[config.mk]
export PLATFORM = sky130hd
export DESIGN_NAME = constant_rate_step_generator_unit
export DESIGN_NICKNAME = d
export VERILOG_FILES = /design/src/crsg_pkg.sv /design/src/constant_rate_step_generator_unit.sv
export SDC_FILE = /design/constraint.sdc
export NUM_CORES = 2
export LEC_CHECK = 0
export CORE_UTILIZATION = 30
export CTS_CLUSTER_SIZE = 16
export DETAILED_ROUTE_END_ITERATION = 8
export DONT_BUFFER_PORTS = 1
export PLACE_DENSITY = 0.41
export SYNTH_ARGS = -nofsm -noshare
export SYNTH_HDL_FRONTEND = slang
export SYNTH_SLANG_ARGS = --single-unit
[constraint.sdc]
create_clock -name clk -period 10 [get_ports clk]
set_clock_uncertainty 0.15 [all_clocks]
set_input_delay 1.5 -clock clk [delete_from_list [all_inputs] [get_ports clk]]
set_output_delay 1.5 -clock clk [all_outputs]
set_load 0.02 [all_outputs]
[src/crsg_pkg.sv]
`timescale 1ns / 1ps
// ----------------------------------------------------------------------------
// crsg_pkg: shared types and constants of the constant-rate step generator
// Command codes, register indexes, payload words and the fixed-point
// constants of the millimetre to step conversion.
// ----------------------------------------------------------------------------
package crsg_pkg;

  // Command codes of an input word
  typedef enum logic [2:0] {
    CMD_TICK         = 3'd0,
    CMD_MOVE_ABS     = 3'd1,
    CMD_MOVE_STEPS   = 3'd2,
    CMD_SET_POSITION = 3'd3,
    CMD_ENABLE       = 3'd4,
    CMD_DISABLE      = 3'd5
  } cmd_t;

  // Register index, taken from paddr[2]
  localparam logic REG_STEP_INTERVAL   = 1'b0;
  localparam logic REG_STEPS_PER_METER = 1'b1;

  localparam int unsigned PADDR_W = 3;
  localparam int unsigned SPM_W   = 20;
  localparam int unsigned MM_W    = 24;

  localparam logic [31:0]      MAX32            = 32'hFFFF_FFFF;
  localparam logic [31:0]      INTERVAL_RESET   = 32'd1000;
  localparam logic [SPM_W-1:0] SPM_RESET        = 20'd80000;

  // steps = mag * spm / 256000, with 256000 = 2^11 * 125.
  // The 2^11 part is a shift, the 125 part a reciprocal multiply.
  localparam int unsigned PROD_W      = MM_W + SPM_W;
  localparam int unsigned DIV_SHIFT   = 11;
  localparam int unsigned X_W         = 32;
  localparam int unsigned RECIP_SHIFT = 38;
  localparam logic [X_W-1:0] RECIP    = 32'd2199023255;  // floor(2^38 / 125)
  localparam logic [X_W-1:0] DIVISOR  = 32'd125;
  localparam int unsigned Q_W         = 26;              // quotient < 2^26

  // Input word
  typedef struct packed {
    logic [2:0]        command;
    logic signed [23:0] target_mm_q8;
    logic [31:0]       step_count;
    logic              step_dir;
  } cmd_word_t;

  // Result word
  typedef struct packed {
    logic              step_pulse;
    logic              dir_level;
    logic              enable_n;
    logic signed [31:0] position_steps;
    logic [31:0]       remaining_steps;
  } res_word_t;

  // Command fields carried along the conversion pipeline
  typedef struct packed {
    cmd_t        cmd;
    logic        neg;
    logic [31:0] step_count;
    logic        step_dir;
  } ctl_t;

endpackage

[src/constant_rate_step_generator_unit.sv]
`timescale 1ns / 1ps
// ----------------------------------------------------------------------------
// constant_rate_step_generator_unit: constant-speed step pulse generator
// Ticks pace step pulses at a programmable interval; move commands load a
// distance and direction, with millimetre targets converted to steps.
// ----------------------------------------------------------------------------
// Usage:
//   The cmd channel (cmd_valid/cmd_ready/cmd_word) takes one command word per
//   cycle while cmd_ready is high; every word yields exactly one result word
//   on the res channel (res_valid/res_ready/res_word), in order.
//   An accepted word passes through the five-stage pipeline
//   (input register, spm multiply, reciprocal multiply, quotient fix-up,
//   sign apply) into the state/result register; a new word can enter each
//   stage as the word ahead of it moves on.
//   The state (position, steps left, direction, elapsed count, enable) is
//   updated as a word enters the result register.
//   Stalls: when res_ready is low, the pipeline still fills its empty
//   stages, so cmd_ready stays high until every stage holds a word.
//   Reset: rst (synchronous) empties the pipeline, loads the register reset
//   values, zeroes position and counters and disables the driver.
//   Config: APB writes at 0x0 (step interval) and 0x4 (steps per meter);
//   write only while the pipeline is empty.
// ----------------------------------------------------------------------------
module constant_rate_step_generator_unit
  import crsg_pkg::*;
#(
  parameter int unsigned POS_WIDTH = 32
) (
  input  logic               clk,
  input  logic               rst,
  // APB config port
  input  logic               psel,
  input  logic               penable,
  input  logic               pwrite,
  input  logic [PADDR_W-1:0] paddr,
  input  logic [31:0]        pwdata,
  output logic [31:0]        prdata,
  output logic               pready,
  // command words
  input  logic               cmd_valid,
  output logic               cmd_ready,
  input  cmd_word_t          cmd_word,
  // result words
  output logic               res_valid,
  input  logic               res_ready,
  output res_word_t          res_word
);

  localparam int unsigned DW = (POS_WIDTH + 1 > 32) ? POS_WIDTH + 1 : 32;

  // config registers
  logic [31:0]      step_interval_us;
  logic [SPM_W-1:0] steps_per_meter;

  // pipeline valids and payloads
  logic s1_valid, s2_valid, s3_valid, s4_valid, s5_valid;
  ctl_t s1_ctl, s2_ctl, s3_ctl, s4_ctl, s5_ctl;
  logic [MM_W-1:0]      s1_mag;
  logic [PROD_W-1:0]    s2_prod;
  logic [X_W-1:0]       s3_x;
  logic [2*X_W-1:0]     s3_prod;
  logic [Q_W-1:0]       s4_q;
  logic [POS_WIDTH-1:0] s5_tgt;

  // state
  logic [POS_WIDTH-1:0] position, position_next;
  logic [31:0]          steps_left, steps_left_next;
  logic                 moving_positive, moving_positive_next;
  logic [31:0]          elapsed_us, elapsed_us_next;
  logic                 disabled, disabled_next;
  logic                 pulse;

  // stage load enables, chained back from the result register
  logic ld_out, ld5, ld4, ld3, ld2, ld1;

  assign ld_out    = !res_valid || res_ready;
  assign ld5       = !s5_valid || ld_out;
  assign ld4       = !s4_valid || ld5;
  assign ld3       = !s3_valid || ld4;
  assign ld2       = !s2_valid || ld3;
  assign ld1       = !s1_valid || ld2;
  assign cmd_ready = ld1;

  // APB register file
  assign pready = 1'b1;

  always_ff @(posedge clk) begin
    if (rst) begin
      step_interval_us <= INTERVAL_RESET;
      steps_per_meter  <= SPM_RESET;
    end else if (psel && penable && pwrite) begin
      case (paddr[2])
        REG_STEP_INTERVAL:   step_interval_us <= pwdata;
        REG_STEPS_PER_METER: steps_per_meter  <= pwdata[SPM_W-1:0];
        default: ;
      endcase
    end
  end

  always_comb begin
    case (paddr[2])
      REG_STEP_INTERVAL:   prdata = step_interval_us;
      REG_STEPS_PER_METER: prdata = 32'(steps_per_meter);
      default:             prdata = '0;
    endcase
  end

  // pipeline valid bits
  always_ff @(posedge clk) begin
    if (rst) begin
      s1_valid  <= 1'b0;
      s2_valid  <= 1'b0;
      s3_valid  <= 1'b0;
      s4_valid  <= 1'b0;
      s5_valid  <= 1'b0;
      res_valid <= 1'b0;
    end else begin
      if (ld1)    s1_valid  <= cmd_valid;
      if (ld2)    s2_valid  <= s1_valid;
      if (ld3)    s3_valid  <= s2_valid;
      if (ld4)    s4_valid  <= s3_valid;
      if (ld5)    s5_valid  <= s4_valid;
      if (ld_out) res_valid <= s5_valid;
    end
  end

  // stage 1: capture word, take magnitude of the millimetre target
  always_ff @(posedge clk) begin
    if (ld1) begin
      s1_ctl.cmd        <= cmd_t'(cmd_word.command);
      s1_ctl.neg        <= cmd_word.target_mm_q8[MM_W-1];
      s1_ctl.step_count <= cmd_word.step_count;
      s1_ctl.step_dir   <= cmd_word.step_dir;
      s1_mag            <= cmd_word.target_mm_q8[MM_W-1] ?
                           MM_W'(-cmd_word.target_mm_q8) : cmd_word.target_mm_q8;
    end
  end

  // stage 2: magnitude times steps per meter
  always_ff @(posedge clk) begin
    if (ld2) begin
      s2_ctl  <= s1_ctl;
      s2_prod <= PROD_W'(s1_mag) * PROD_W'(steps_per_meter);
    end
  end

  // stage 3: drop 2^11, multiply by reciprocal of 125
  always_ff @(posedge clk) begin
    if (ld3) begin
      s3_ctl  <= s2_ctl;
      s3_x    <= s2_prod[DIV_SHIFT +: X_W];
      s3_prod <= (2*X_W)'(s2_prod[DIV_SHIFT +: X_W]) * (2*X_W)'(RECIP);
    end
  end

  // stage 4: quotient estimate is exact or one low; fix with remainder
  logic [Q_W-1:0] q_est;
  logic [X_W-1:0] q_rem;

  always_comb begin
    q_est = s3_prod[RECIP_SHIFT +: Q_W];
    q_rem = s3_x - X_W'(X_W'(q_est) * DIVISOR);
  end

  always_ff @(posedge clk) begin
    if (ld4) begin
      s4_ctl <= s3_ctl;
      s4_q   <= (q_rem >= DIVISOR) ? q_est + Q_W'(1) : q_est;
    end
  end

  // stage 5: apply sign, wrap to position width
  logic [POS_WIDTH-1:0] q_pos;
  assign q_pos = POS_WIDTH'(s4_q);

  always_ff @(posedge clk) begin
    if (ld5) begin
      s5_ctl <= s4_ctl;
      s5_tgt <= s4_ctl.neg ? -q_pos : q_pos;
    end
  end

  // state update for the word entering the result register
  logic [31:0]          elapsed_inc;
  logic [POS_WIDTH:0]   diff;
  logic [POS_WIDTH:0]   diff_mag;
  logic [DW-1:0]        move_dist;

  always_comb begin
    position_next        = position;
    steps_left_next      = steps_left;
    moving_positive_next = moving_positive;
    elapsed_us_next      = elapsed_us;
    disabled_next        = disabled;
    pulse                = 1'b0;

    elapsed_inc = (elapsed_us == MAX32) ? elapsed_us : elapsed_us + 32'd1;
    diff        = {s5_tgt[POS_WIDTH-1], s5_tgt} - {position[POS_WIDTH-1], position};
    diff_mag    = diff[POS_WIDTH] ? -diff : diff;
    move_dist   = DW'(diff_mag);

    case (s5_ctl.cmd)
      CMD_TICK: begin
        elapsed_us_next = elapsed_inc;
        if (steps_left != 32'd0 && elapsed_inc >= step_interval_us) begin
          pulse           = 1'b1;
          position_next   = moving_positive ? position + POS_WIDTH'(1)
                                            : position - POS_WIDTH'(1);
          steps_left_next = steps_left - 32'd1;
          elapsed_us_next = '0;
        end
      end
      CMD_MOVE_ABS: begin
        steps_left_next = (move_dist > DW'(MAX32)) ? MAX32 : 32'(move_dist);
        // equal target keeps the current direction
        if (diff != '0) begin
          moving_positive_next = !diff[POS_WIDTH];
        end
      end
      CMD_MOVE_STEPS: begin
        position_next        = '0;
        moving_positive_next = s5_ctl.step_dir;
        steps_left_next      = s5_ctl.step_count;
      end
      CMD_SET_POSITION: position_next = s5_tgt;
      CMD_ENABLE:       disabled_next = 1'b0;
      CMD_DISABLE:      disabled_next = 1'b1;
      default: ;
    endcase
  end

  always_ff @(posedge clk) begin
    if (rst) begin
      position        <= '0;
      steps_left      <= '0;
      moving_positive <= 1'b0;
      elapsed_us      <= '0;
      disabled        <= 1'b1;
    end else if (ld_out && s5_valid) begin
      position        <= position_next;
      steps_left      <= steps_left_next;
      moving_positive <= moving_positive_next;
      elapsed_us      <= elapsed_us_next;
      disabled        <= disabled_next;
    end
  end

  // result register
  always_ff @(posedge clk) begin
    if (ld_out && s5_valid) begin
      res_word.step_pulse      <= pulse;
      res_word.dir_level       <= moving_positive_next;
      res_word.enable_n        <= disabled_next;
      res_word.position_steps  <= 32'(position_next);
      res_word.remaining_steps <= steps_left_next;
    end
  end

endmodule
==> key figures <==
Detailed routing
  – Routed vias: 45900
  – Wire length per cell: 21.3 µm
  – Routed Antenna Nets: 0
  – Vias/cell: 4.88
  – Final WL: 200 mm
  – Remaining DRCs: 0
  – Drt first pass iters: 6
  – Initial DRC count: 2902

Min path
  – Hold depth: 0
  – Hold Path Class: reg -> reg

Synthesis
  – Ys async rst share: 0%
  – FF+latch count, synth: 579
  – Avg Cell Area, Syn: 9.94 µm²
  – Synth warn: 0
  – EDFF count, synth: 423
  – Distinct cells, synth: 108
  – Top_reg_cell synth: edfxtp_1
  – Cell area after synthesis: 65000 µm²
  – Post-synthesis cell count: 6543
  – Syn Nets: 8283
  – Seq/Total Area, Yosys: 24.3%

Worst setup path
  – Crit path largest cell delay: 1.07 ns
  – Crit. path cell count: 24
  – CP bufs+invs: 3
  – Reg2reg path depth: 24
  – Worst Setup End Kind: flop
  – Max Fanout on Critical Path: 12
  – Slowest cell on crit path: edfxtp_1
  – Crit path DAT: 9.38 ns
  – Critical setup path kind: reg -> reg
  – Most frequent CP cell: fa_1
  – Cell breakdown of the critical path: ha_1, fa_1, fa_1, inv_1, fa_1, inv_1, fa_1, fa_1, fa_1, fa_1, ha_1, a21oi_1, o21ai_0, a211o_1, a2111oi_0, nor4bb_1, buf_4, o21ba_2, a21oi_1, o41ai_1, o21ai_0, o211a_1, o21ai_0, nand2b_1
  – Critical Path RT: 10.31 ns
  – CP top delay family: adder cells
  – Startpoint types: flop

Die
  – Num ports: 204
  – DIE AREA: 219000 µm²
  – Row count: 170
  – Core area: 215000 µm²
  – Die width: 468 µm
  – Starting Density: 30.2%
  – Die height: 468 µm

Final layout
  – Post-Route Utilization: 33.0%
  – Most common cell after layout, fill and taps aside: inv_1
  – Share of cells above drive strength 1: 4.41%
  – Register area: 15800 µm²
  – Layout fillers: 22000
  – Commonest non-fill, non-tap cells in the layout: 1246 x inv_1, 873 x fa_1, 765 x ha_1
  – Multi-input logic area: 43600 µm²
  – NumNets Final: 8229
  – Syn-to-layout area delta: 9.22%

GRT
  – Global-route wire length before repair: 303 mm
  – Initial antenna violation count: 5
  – Vias in the first global route: 47100
  – GRT Util Overall: 18.4%
  – Gr ovfl total: 0
  – Pin count of the biggest net entering global routing: 117

Clocking
  – Clock Latency Late Sink: 0.73 ns
  – H-tree depth: 3
  – CTS tree: built
  – Clock Sinks: 579
  – CTS Buffer Depth: 3
  – Post-cts gate resize count: 0
  – Hold buffer count at CTS: 0
  – # Post-CTS Setup Buffers: 0
  – Worst-path clk slew: 0.06 ns
  – Num CTS Buffers: 75
  – Root Buffer Master: clkbuf_16

Placement
  – HPWL Detailed: 159 mm
  – Final Wtd Congestion: 0.872
  – IO Port Bufs: 0

STA
  – Final Hold Fails: 0
  – Slew headroom: 17.7%
  – Slew @ Worst Pin: 1.23 ns
  – Peak Freq: 0.110 GHz
  – Crit share post-route: 90.7%
  – RSZ-0062 raised after global routing: false
  – Final setup fails: 0
  – Setup TNS: 0 ns
  – Min cycle time layout: 9.07 ns
  – Slew Viols, Final: 0

Flow run
  – Max Cap Viol: 0

Run status
  – Status: complete, no violations
cell type report:
type                    count  area share, %
multi-input cells        4486           61.4
flip-flops and latches    579           22.3
inverters                1251           6.61
well taps                2838           5.00
clock buffers              92           2.91
repair buffers             96           1.01
clock inverters            47          0.759
diodes                      1        0.00352
metal layers:
| layer | track usage (%) | up-vias | wire length [µm] |
|---|---|---|---|
| met4 | 4.25 | 0 | 3840 |
| met1 | 25.4 | 23400 | 92100 |
| met2 | 31.0 | 902 | 97200 |
| li1 | - | 21400 | - |
| met5 | 0 | - | 0 |
| met3 | 1.78 | 172 | 7250 |
flip-flops by register name, indices dropped and copies added (netlist names), 36 cells and up:
register  cells
res_word     67
s1_ctl       37
s2_ctl       37
s3_ctl       37
s4_ctl       37
s5_ctl       36
worst reg2reg max path, delay by kind of cell (launching register included):
kind / cells / cell delay, ns
adder cells (fa/ha/maj): 9 / 4.06
AO/OA/AOI/OAI: 10 / 2.54
flip-flops: 1 / 1.07
buffers and inverters: 3 / 0.33
AND/OR/NAND/NOR: 2 / 0.66
synth_stat cells, types with 10 or more instances:
| cell type | number | area [µm²] |
|---|---|---|
| a211oi_1 | 44 | 330 |
| a21o_1 | 75 | 563 |
| a21oi_1 | 264 | 1320 |
| a221oi_1 | 15 | 131 |
| a22oi_1 | 26 | 195 |
| a31oi_1 | 33 | 206 |
| and2_1 | 261 | 1630 |
| and3_1 | 34 | 213 |
| and4_1 | 11 | 96.3 |
| buf_2 | 12 | 60.1 |
| clkbuf_1 | 199 | 747 |
| dfxtp_1 | 156 | 3120 |
| edfxtp_1 | 423 | 12700 |
| fa_1 | 873 | 17500 |
| ha_1 | 765 | 9570 |
| inv_1 | 1248 | 4680 |
| nand2_1 | 573 | 2150 |
| nand2b_1 | 40 | 250 |
| nand3_1 | 90 | 450 |
| nand4_1 | 62 | 388 |
| nor2_1 | 288 | 1080 |
| nor2b_1 | 36 | 225 |
| nor3_1 | 83 | 415 |
| nor3b_1 | 10 | 75.1 |
| nor4_1 | 16 | 100 |
| o211ai_1 | 28 | 210 |
| o21a_1 | 46 | 345 |
| o21ai_0 | 235 | 1180 |
| o21ai_1 | 11 | 55.1 |
| o21bai_1 | 13 | 97.6 |
| o22ai_1 | 14 | 87.6 |
| o2bb2ai_1 | 15 | 131 |
| o31a_1 | 14 | 123 |
| o31ai_1 | 25 | 188 |
| or2_2 | 12 | 75.1 |
| or3_1 | 27 | 169 |
| or4_1 | 23 | 173 |
| xnor2_1 | 173 | 1520 |
| xor2_1 | 52 | 455 |
path summary, 6_finish.rpt:
path	from	end	slack (ns)
setup / recovery	s2_prod[26]	s3_prod[63]	0.93
hold / removal	s4_ctl[14]	s5_ctl[14]	0.24
setup reg to reg	s2_prod[26]	s3_prod[63]	0.93
hold reg to reg	s4_ctl[14]	s5_ctl[14]	0.24
through the flow:
stage	instance area (µm²)	std cells	hold WS, ns	worst slack [ns]
after floorplan	65000	6543	0.250	2.42
after global placement	68400	9250	0.254	1.01
after detailed placement	68400	9250	0.255	0.925
after CTS	71000	9389	0.268	0.863
after global routing	71000	9389	0.265	0.391
final	71000	9390	0.238	0.933
kinds of logic after synthesis:
family / share of synthesized area, %
AOI/OAI and AO/OA: 10.0
DFF: 24.3
buffers and inverters: 8.65
muxes: 0.175
xor gates and xnor gates: 3.03
other: 0.00577
adders and majority gates: 41.6
and+or+nand+nor: 12.2
Power is left out: the tool's default activity adds up to more than one toggle a clock period on the data nets, which glitch-free logic cannot reach.
